**src/qdd_pkg.sv**
```systemverilog
// Shared types, constants and the Gray-code step lookup for the quadrature detent decoder.
// No dependencies.
`default_nettype none
package qdd_pkg;

  localparam int unsigned TS_W = 32;
  localparam int unsigned CFG_W = 8;

  localparam logic OP_POLL = 1'b0;
  localparam logic OP_INIT = 1'b1;

  localparam logic [CFG_W-1:0] MIN_INTERVAL_RESET = 8'd2;

  // accumulator after adding one step spans -4..4
  localparam logic signed [3:0] DETENT_POS = 4'sd4;
  localparam logic signed [3:0] DETENT_NEG = -4'sd4;

  localparam logic signed [1:0] STEP_NONE = 2'sd0;
  localparam logic signed [1:0] STEP_FWD = 2'sd1;
  localparam logic signed [1:0] STEP_REV = -2'sd1;

  typedef struct packed {
    logic            op;
    logic [1:0]      ab;      // A in bit 1, B in bit 0
    logic [TS_W-1:0] now_ms;
  } qdd_item_t;

  typedef struct packed {
    logic            turn_ccw;
    logic [TS_W-1:0] velocity_ms;
  } qdd_result_t;

  // index is {previous AB, new AB}
  function automatic logic signed [1:0] gray_step(input logic [3:0] idx);
    logic signed [1:0] s;
    unique case (idx)
      4'd1, 4'd7, 4'd8, 4'd14:  s = STEP_FWD;
      4'd2, 4'd4, 4'd11, 4'd13: s = STEP_REV;
      default:                  s = STEP_NONE;
    endcase
    return s;
  endfunction

endpackage
`default_nettype wire

```
**src/qdd_in_stage.sv**
```systemverilog
// Input register for sample beats; holds one item for the decode logic.
// Depends on qdd_pkg.
`default_nettype none
module qdd_in_stage
  import qdd_pkg::*;
(
  input  wire logic      clk,
  input  wire logic      rst_n,
  input  wire logic      in_valid,
  output logic           in_ready,
  input  wire qdd_item_t in_item,
  input  wire logic      take,
  output logic           item_valid,
  output qdd_item_t      item
);

  logic      valid_r;
  qdd_item_t item_r;

  assign in_ready   = !valid_r || take;
  assign item_valid = valid_r;
  assign item       = item_r;

  always_ff @(posedge clk) begin
    if (!rst_n) begin
      valid_r <= 1'b0;
    end else if (in_valid && in_ready) begin
      valid_r <= 1'b1;
    end else if (take) begin
      valid_r <= 1'b0;
    end
  end

  always_ff @(posedge clk) begin
    if (in_valid && in_ready) begin
      item_r <= in_item;
    end
  end

endmodule
`default_nettype wire

```
**src/qdd_core.sv**
```systemverilog
// Decoder state and single-pass update: transition lookup, interval gate, tick ring, detent.
// Depends on qdd_pkg.
`default_nettype none
module qdd_core
  import qdd_pkg::*;
#(
  parameter int unsigned HISTORY_DEPTH = 4
) (
  input  wire logic             clk,
  input  wire logic             rst_n,
  input  wire logic             cfg_we,
  input  wire logic [CFG_W-1:0] cfg_wdata,
  input  wire logic             item_valid,
  input  wire qdd_item_t        item,
  input  wire logic             slot_free,
  output logic                  take,
  output logic                  res_valid,
  output qdd_result_t           result
);

  localparam int unsigned HW = (HISTORY_DEPTH > 1) ? $clog2(HISTORY_DEPTH) : 1;
  localparam logic [HW-1:0] HEAD_LAST = HW'(HISTORY_DEPTH - 1);

  logic [CFG_W-1:0]        min_r;
  logic [1:0]              prev_ab_r;
  logic signed [2:0]       accum_r;
  logic [HW-1:0]           head_r;
  logic [TS_W-1:0]         last_r;
  logic [TS_W-1:0]         times_r [HISTORY_DEPTH];

  logic                    is_init;
  logic                    changed;
  logic signed [1:0]       step;
  logic [TS_W-1:0]         elapsed;
  logic                    accept;
  logic signed [3:0]       sum;
  logic                    detent;
  logic [HW-1:0]           head_nxt;
  logic                    fire;

  assign is_init  = (item.op == OP_INIT);
  assign changed  = (item.ab != prev_ab_r);
  assign step     = gray_step({prev_ab_r, item.ab});
  assign elapsed  = item.now_ms - last_r;
  assign accept   = !is_init && changed && (step != STEP_NONE)
                    && !(elapsed < {{(TS_W-CFG_W){1'b0}}, min_r});
  assign sum      = {accum_r[2], accum_r} + {{2{step[1]}}, step};
  assign detent   = accept && ((sum == DETENT_POS) || (sum == DETENT_NEG));
  assign head_nxt = (head_r == HEAD_LAST) ? '0 : head_r + 1'b1;

  assign take      = item_valid && (!detent || slot_free);
  assign fire      = take;
  assign res_valid = fire && detent;

  assign result.turn_ccw    = sum[3];
  assign result.velocity_ms = item.now_ms - times_r[head_nxt];

  always_ff @(posedge clk) begin
    if (!rst_n) begin
      min_r <= MIN_INTERVAL_RESET;
    end else if (cfg_we) begin
      min_r <= cfg_wdata;
    end
  end

  always_ff @(posedge clk) begin
    if (!rst_n) begin
      prev_ab_r <= '0;
      accum_r   <= '0;
      head_r    <= '0;
      last_r    <= '0;
      for (int i = 0; i < HISTORY_DEPTH; i++) times_r[i] <= '0;
    end else if (fire) begin
      if (is_init) begin
        prev_ab_r <= item.ab;
        accum_r   <= '0;
        head_r    <= '0;
        last_r    <= item.now_ms;
        for (int i = 0; i < HISTORY_DEPTH; i++) times_r[i] <= item.now_ms;
      end else if (changed) begin
        prev_ab_r <= item.ab;
        if (accept) begin
          last_r          <= item.now_ms;
          times_r[head_r] <= item.now_ms;
          head_r          <= head_nxt;
          accum_r         <= detent ? 3'sd0 : sum[2:0];
        end
      end
    end
  end

endmodule
`default_nettype wire

```
**src/qdd_out_stage.sv**
```systemverilog
// Result register for detent beats; frees the decode stage while a result waits.
// Depends on qdd_pkg.
`default_nettype none
module qdd_out_stage
  import qdd_pkg::*;
(
  input  wire logic        clk,
  input  wire logic        rst_n,
  input  wire logic        res_valid,
  input  wire qdd_result_t result,
  output logic             slot_free,
  output logic             out_valid,
  input  wire logic        out_ready,
  output qdd_result_t      out_result
);

  logic        valid_r;
  qdd_result_t result_r;

  assign slot_free  = !valid_r || out_ready;
  assign out_valid  = valid_r;
  assign out_result = result_r;

  always_ff @(posedge clk) begin
    if (!rst_n) begin
      valid_r <= 1'b0;
    end else if (res_valid) begin
      valid_r <= 1'b1;
    end else if (out_ready) begin
      valid_r <= 1'b0;
    end
  end

  always_ff @(posedge clk) begin
    if (res_valid) begin
      result_r <= result;
    end
  end

endmodule
`default_nettype wire

```
**src/quadrature_detent_decoder_top.sv**
```systemverilog
// Top level of the quadrature detent decoder: stream ports, input stage, core, result stage.
// Depends on qdd_pkg, qdd_in_stage, qdd_core, qdd_out_stage.
//
//   channel | dir | handshake            | payload
//   in      | in  | in_tvalid/in_tready  | in_tdata, in_tuser
//   out     | out | out_tvalid/out_tready| out_tdata
//   cfg     | in  | cfg_we               | cfg_wdata (min_interval_ms)
//
// One beat per cycle sustained while no detent waits on a full result register; a result
// is registered in the result stage after the single decode pass between the two registers.
// Synchronous active-low reset clears state; min interval resets to 2 ms.
// A detent waits in the decode stage only while the result register is full
// and not taken; non-detent samples pass regardless.
`default_nettype none
module quadrature_detent_decoder_top
  import qdd_pkg::*;
#(
  parameter int unsigned HISTORY_DEPTH = 4
) (
  input  wire logic             clk,
  input  wire logic             rst_n,
  input  wire logic             cfg_we,
  input  wire logic [CFG_W-1:0] cfg_wdata,
  input  wire logic             in_tvalid,
  output logic                  in_tready,
  input  wire logic [39:0]      in_tdata,   // a_level, b_level, now_ms[31:0], zero pad
  input  wire logic [0:0]       in_tuser,   // op
  output logic                  out_tvalid,
  input  wire logic             out_tready,
  output logic [39:0]           out_tdata   // turn_ccw, velocity_ms[31:0], zero pad
);

  qdd_item_t   in_item;
  qdd_item_t   item;
  logic        item_valid;
  logic        take;
  logic        res_valid;
  logic        slot_free;
  qdd_result_t result;
  qdd_result_t out_result;

  assign in_item.op     = in_tuser[0];
  assign in_item.ab     = {in_tdata[0], in_tdata[1]};
  assign in_item.now_ms = in_tdata[33:2];

  assign out_tdata = {7'd0, out_result.velocity_ms, out_result.turn_ccw};

  qdd_in_stage u_in (
    .clk        (clk),
    .rst_n      (rst_n),
    .in_valid   (in_tvalid),
    .in_ready   (in_tready),
    .in_item    (in_item),
    .take       (take),
    .item_valid (item_valid),
    .item       (item)
  );

  qdd_core #(
    .HISTORY_DEPTH (HISTORY_DEPTH)
  ) u_core (
    .clk        (clk),
    .rst_n      (rst_n),
    .cfg_we     (cfg_we),
    .cfg_wdata  (cfg_wdata),
    .item_valid (item_valid),
    .item       (item),
    .slot_free  (slot_free),
    .take       (take),
    .res_valid  (res_valid),
    .result     (result)
  );

  qdd_out_stage u_out (
    .clk        (clk),
    .rst_n      (rst_n),
    .res_valid  (res_valid),
    .result     (result),
    .slot_free  (slot_free),
    .out_valid  (out_tvalid),
    .out_ready  (out_tready),
    .out_result (out_result)
  );

endmodule
`default_nettype wire
```
**config.mk**
```make
export PLATFORM = sky130hd
export DESIGN_NAME = quadrature_detent_decoder_top
export DESIGN_NICKNAME = d
export VERILOG_FILES = /design/src/qdd_pkg.sv /design/src/qdd_in_stage.sv /design/src/qdd_core.sv /design/src/qdd_out_stage.sv /design/src/quadrature_detent_decoder_top.sv
export SDC_FILE = /design/constraint.sdc
export NUM_CORES = 1
export LEC_CHECK = 0
export BUFFER_PORTS_ARGS = -buffer_cell sky130_fd_sc_hd__clkbuf_2
export CAP_MARGIN = 10
export CELL_PAD_IN_SITES_DETAIL_PLACEMENT = 2
export CELL_PAD_IN_SITES_GLOBAL_PLACEMENT = 2
export CORE_MARGIN = 4
export CORE_UTILIZATION = 35
export DETAILED_ROUTE_END_ITERATION = 8
export PLACE_DENSITY = 0.75
export SYNTH_ARGS = -nofsm -noshare
export SYNTH_HDL_FRONTEND = slang
export SYNTH_SLANG_ARGS = --single-unit
export TNS_END_PERCENT = 20
```
**constraint.sdc**
```tcl
create_clock -name clk -period 9.25 [get_ports clk]
set_input_delay 0.925 -clock clk [delete_from_list [all_inputs] [get_ports clk]]
set_output_delay 0.925 -clock clk [all_outputs]
set_load 0.01 [all_outputs]
```
==> qor.yml, run 1 <==
cts_tree: "built"
finalCriticalPeriod_ns: 5.79
worstPathArrival_ns: 4.87
fin_skew_ns: 0.0161
die-width_um: 215
routed_via_density: 5.50
clockPowerShare: 0.366
floorplan.initialDensity: 0.355
drcViolationCount: 0
core_um2: 42000
p_leak_nw: 6.08
relSlewSlack: 0.250
hp-class: "flop to flop"
antenna_cells: 0
grt_pass1_vias: 11800
worst_pin_slew_ns: 1.13
syn_inst: 1293
ys_seq_area_frac: 0.460
fin_crit_sh: 0.626
synthToLayoutAreaGrowth_pct: 11.8
wl_um: 44300
fmax_mhz: 173
hpwl_um: 31700
rsz0062_at_grt: "false"
crit_slowest_cell: "fa_1"
grt_use_total: 0.188
final_area_um2: 16700
cts.repair.resized: 0
slew_viol_final: 0
die_y_um: 215
synth_top_area_share: 0.394
ant_nets: 0
io_buffers: 82
dieArea_um2: 46100
syn_area_um2: 14900
avgRoutedWirePerCell_um: 23.2
pwr_density_cell_nw_per_um2: 181
switching_share: 0.292
start_kind: "flop"
gp_congestion: 0.849
fillers: 4326
async_flop_share: 0
ys_top_cells_by_area: "edfxtp_1 39%, nor3b_2 9.5%, ha_1 6.7%"
synth.distinct_cells: 81
critPathRequiredTime_ns: 8.33
p_int_mw: 2.14
synthTopCellsByCount: "196 x edfxtp_1, 113 x nor3b_2, 110 x nand2_1, 93 x inv_1, 80 x ha_1"
ys_warn_count: 0
hold_buffers: 0
overflow: 0
synth_edf_count: 196
drt-pass1-iter-count: 5
layout.nets: 1490
synth_flop_cell: "edfxtp_1"
synth_top_area_cell: "edfxtp_1"
power.share.combinational: 0.201
power_switching_uw: 883
synth_most_common_cell: "edfxtp_1"
setup_violations: 0
clk_pin_slew_ns: 0.06
worstSkewPairLatency_ns: 0.56
endpoint_kind: "output pin"
cts.sink_count: 245
post_dp_cell_area_um2: 15800
cp_cell_sequence: "inv_1 > ha_1 > fa_1 > nand2b_1 > nand2b_1 > a21oi_1 > xnor2_1 > ha_1 > nand2_1 > a21oi_1 > a211oi_1 > o21ai_0 > a22oi_1 > and4_1 > nand4_2 > and2_1 > nand2_1 > clkbuf_2"
cts_buffer_depth: 3
dp.cells: 1862
stdcell_count: 1914
synth-seq-cells: 245
grt_antenna_before_repair: 0
peakVddDrop_mv: 0.139
drive_gt1_frac: 0.236
fin_tns_setup_ns: 0
outcome: "finished, final reports clean"
htreeDepth: 1
grt_pass1_wl_um: 69300
finalHoldViolCount: 0
p_seq_frac: 0.432
maxCapViolations: 0
fp-row-count: 75
worstSetupPathType: "flop to output pin"
io_pins: 96
grt_max_degree: 76
first_iter_violations: 469
cts_root_buf: "clkbuf_16"
cpPeakStageDelay_ns: 0.40
cts_buffers: 28
cts_setup_buffers: 0
path_max_fanout: 8
syn_avg_cell_area_um2: 11.6
routed-via-count: 10500
-- logic make-up (layout without fill, tap and decap cells) --
| family | Yosys count | in the layout | synth area share |
|---|---|---|---|
| other | 1 | 7 | 0.000251 |
| XOR/XNOR | 42 | 42 | 0.0246 |
| flip-flops | 245 | 245 | 0.460 |
| AND/OR/NAND/NOR | 431 | 431 | 0.200 |
| adder cells (fa/ha/maj) | 83 | 83 | 0.0710 |
| multiplexers | 79 | 79 | 0.0807 |
| AO/OA/AOI/OAI | 245 | 245 | 0.110 |
| buffers and inverters | 167 | 243 | 0.0537 |
-- worst paths after layout --
check                                       endpoint  cells past startpoint               from  slack (ns)
worst min-delay path               u_core.last_r[27]                      2  u_core.last_r[27]        0.46
worst min register to register     u_core.last_r[27]                      2  u_core.last_r[27]        0.46
worst max-delay path                       in_tready                     18       u_in.item[0]        3.46
worst max register to register  u_core.times_r[1][4]                     19       u_in.item[0]        3.50
-- layout make-up --
class	count	area [um2]	area share
Clock buffer	36	762	0.0456
Clock inverter	16	140	0.00839
Inverter	94	353	0.0211
Multi-Input combinational cell	887	7390	0.442
Sequential cell	245	6870	0.411
Tap cell	539	674	0.0404
Timing Repair Buffer	97	523	0.0313
-- power groups by stage --
| stage | combinational (mW) | sequential [mW] | clock (mW) |
|---|---|---|---|
| 2_1_floorplan | 0.445 | 1.30 | 0 |
| 5_1_grt | 0.674 | 1.31 | 1.19 |
| 6_report | 0.609 | 1.31 | 1.11 |
| 3_3_place_gp | 0.580 | 1.32 | 0 |
| 4_1_cts | 0.615 | 1.31 | 1.14 |
| 3_5_place_dp | 0.608 | 1.33 | 0 |
-- through the flow --
step | power (mW) | setup WS [ns] | hold WS (ns) | utilization
2_1_floorplan | 1.75 | 3.10 | 0.435 | -
3_3_place_gp | 1.90 | 3.54 | 0.442 | 0.376
3_5_place_dp | 1.94 | 3.51 | 0.458 | 0.376
4_1_cts | 3.06 | 3.37 | 0.467 | 0.398
5_1_grt | 3.17 | 3.08 | 0.486 | 0.398
6_report | 3.02 | 3.46 | 0.463 | 0.398
-- cells in the final DEF (no fill, tap or decap), types with 15 or more instances in the layout --
cell         n
ha_1        79
nand2_1    110
dfxtp_1     49
nor2_1      69
edfxtp_1   196
nor3b_2    113
o21ai_0     38
a21o_1      29
nor3_1      17
mux2i_1     44
mux4_2      33
xnor2_1     33
a21oi_1     69
buf_4       15
inv_1       93
nand3_1     17
clkbuf_2    82
clkbuf_16   29
-- layer usage --
layer	vias to the layer above	global-route usage	routed length, um
met2	165	0.351	23300
met1	5421	0.232	18900
li1	4887	-	-
met5	-	0	0
met4	0	0.0456	887
met3	49	0.0208	1350
-- registers in the layout, indices dropped and copies added, names as in the netlist, 2 cells and up --
signal / cells
u_core.last_r: 32
u_core.min_r: 8
u_core.head_r: 2
u_core.accum_r: 3
u_core.prev_ab_r: 2
u_out.out_result: 33
u_core.times_r: 128
u_in.item: 35
-- worst max-delay path: cells and delay by family, from the launching register on --
kind | cells | cell delay, ns
and+or+nand+nor | 7 | 1.61
adders and majority gates | 3 | 0.98
DFF | 1 | 0.34
buffers and inverters | 2 | 0.31
xor gates and xnor gates | 1 | 0.14
AOI/OAI and AO/OA | 5 | 0.91
Power figures use the tool's default switching activity.
==> inputs of run 2 (changes only) <==
clock period = 5.7 ns   (was 9.25 ns; I/O delays follow)
==> run 2 against run 1 <==
Effect of this change:
- register-to-register slack lost 3.1 ns
- via count is 0.86% higher
- non-clock buffer count grew 14
- die area did not move
- hold slack worse by 0.28 ns
- critical path type unchanged
- routed wire length grew 0.88%
- total power grew 66%
- largest cell class unchanged
==> qor.yml, run 2 (synthesized netlist as in run 1, its figures left out) <==
routed_via_density: 5.50
rsz0062_at_grt: "false"
avgRoutedWirePerCell_um: 23.2
fmax_mhz: 182
grt_antenna_before_repair: 0
grt_use_total: 0.190
slew_viol_final: 0
power_mw: 5.02
relSlewSlack: 0.405
fp-row-count: 75
critPathRequiredTime_ns: 5.13
floorplan.initialDensity: 0.355
die-width_um: 215
fillers: 4359
ant_nets: 0
worstSkewPairLatency_ns: 0.56
cts_tree: "built"
finalHoldViolCount: 0
stdcell_count: 1929
endpoint_kind: "output pin"
worst_pin_slew_ns: 0.893
drcViolationCount: 0
finalCriticalPeriod_ns: 5.51
drive_gt1_frac: 0.247
whs_path_depth: 1
cts_setup_buffers: 0
peakVddDrop_mv: 0.233
r2r_slack_ns: 0.45
start_kind: "flop"
largest-register: "u_core.times_r"
first_iter_violations: 582
setup_violations: 0
cts_root_buf: "clkbuf_16"
grt_max_degree: 129
r2r_cells: 18
hold-worst-slack_ns: 0.185
fin_crit_sh: 0.966
final_common_cell: "edfxtp_1"
synthToLayoutAreaGrowth_pct: 13.7
pwr_density_cell_nw_per_um2: 295
seqCellArea_um2: 6870
wl_um: 44700
layout.nets: 1505
cts_buffer_depth: 3
core_um2: 42000
grt_pass1_vias: 11900
fin_tns_setup_ns: 0
routed-via-count: 10600
overflow: 0
cts.sink_count: 245
path_max_fanout: 8
die_y_um: 215
worstPathArrival_ns: 4.94
io_buffers: 82
htreeDepth: 1
worstSetupPathType: "flop to output pin"
outcome: "finished, final reports clean"
final_cell_mix: "196 x edfxtp_1, 113 x nor3b_2, 110 x nand2_1, 93 x inv_1, 82 x clkbuf_2"
drt-pass1-iter-count: 5
io_pins: 96
antenna_cells: 0
p_leak_nw: 6.24
dieArea_um2: 46100
grt_pass1_wl_um: 69800
gp_congestion: 0.896
largest_reg_flops: 128
cts_buffers: 29
clk_pin_slew_ns: 0.06
maxCapViolations: 0
hpwl_um: 32500
dp.cells: 1876
hp-class: "input port to flop"
fin_skew_ns: 0.0198
multiInputGateArea_um2: 7400
-- run 2: per-layer routing --
| layer | track usage | part of all wire | vias to the layer above |
|---|---|---|---|
| met5 | 0 | 0 | - |
| met4 | 0.0415 | 0.020 | 0 |
| met3 | 0.0237 | 0.035 | 50 |
| met2 | 0.353 | 0.53 | 157 |
| met1 | 0.235 | 0.42 | 5492 |
| li1 | - | - | 4913 |
-- run 2: path summary, 6_finish.rpt --
path / start / endpoint
worst max-delay path: u_in.item[0] / in_tready
worst min-delay path: in_tdata[25] / u_in.item[23]
worst max register to register: u_in.item[0] / u_core.times_r[1][2]
worst min register to register: u_core.last_r[7] / u_core.last_r[7]
-- run 2: repair_timing --
| action | 4_1_cts | 5_1_grt |
|---|---|---|
| hold buffers | 0 | 0 |
| resized for setup | 0 | 1 |
| endpoints found under the setup margin | 0 | 1 |
-- run 2: metrics by stage --
step,area (um2),utilization,worst slack [ns]
final,17000,0.404,0.193
after floorplan,15000,-,0.505
after global placement,16000,0.381,0.710
after global routing,17000,0.404,0.0505
after detailed placement,16000,0.381,0.386
after CTS,17000,0.404,0.0259
-- run 2: where the power goes --
part | internal, mW | leakage (nW) | total [mW] | switching, mW
combinational | 0.402 | 3.35 | 1.02 | 0.616
sequential | 2.05 | 2.40 | 2.11 | 0.0648
clock | 1.11 | 0.480 | 1.89 | 0.771
total | 3.56 | 6.24 | 5.02 | 1.45
-- run 2: worst max-delay path, cell delays in order (launching register included) --
cell,delay [ns]
edfxtp_1,0.36
inv_1,0.18
ha_1,0.30
fa_1,0.42
nand2b_1,0.20
nand2b_1,0.10
a21oi_1,0.08
xnor2_1,0.13
ha_1,0.30
nand2_1,0.09
a21oi_1,0.04
a211oi_1,0.28
o21ai_0,0.21
a22oi_1,0.37
and4_1,0.40
nand4_4,0.29
and2_1,0.36
nand2_1,0.14
clkbuf_2,0.14
-- run 2: cell type report --
cell class                 instances  area share
tap                              539      0.0397
inverter                          94      0.0208
clock inverter                    11     0.00530
clock buffer                      42      0.0517
sequential                       245       0.404
multi-input combinational        887       0.436
timing repair buffer             111      0.0429
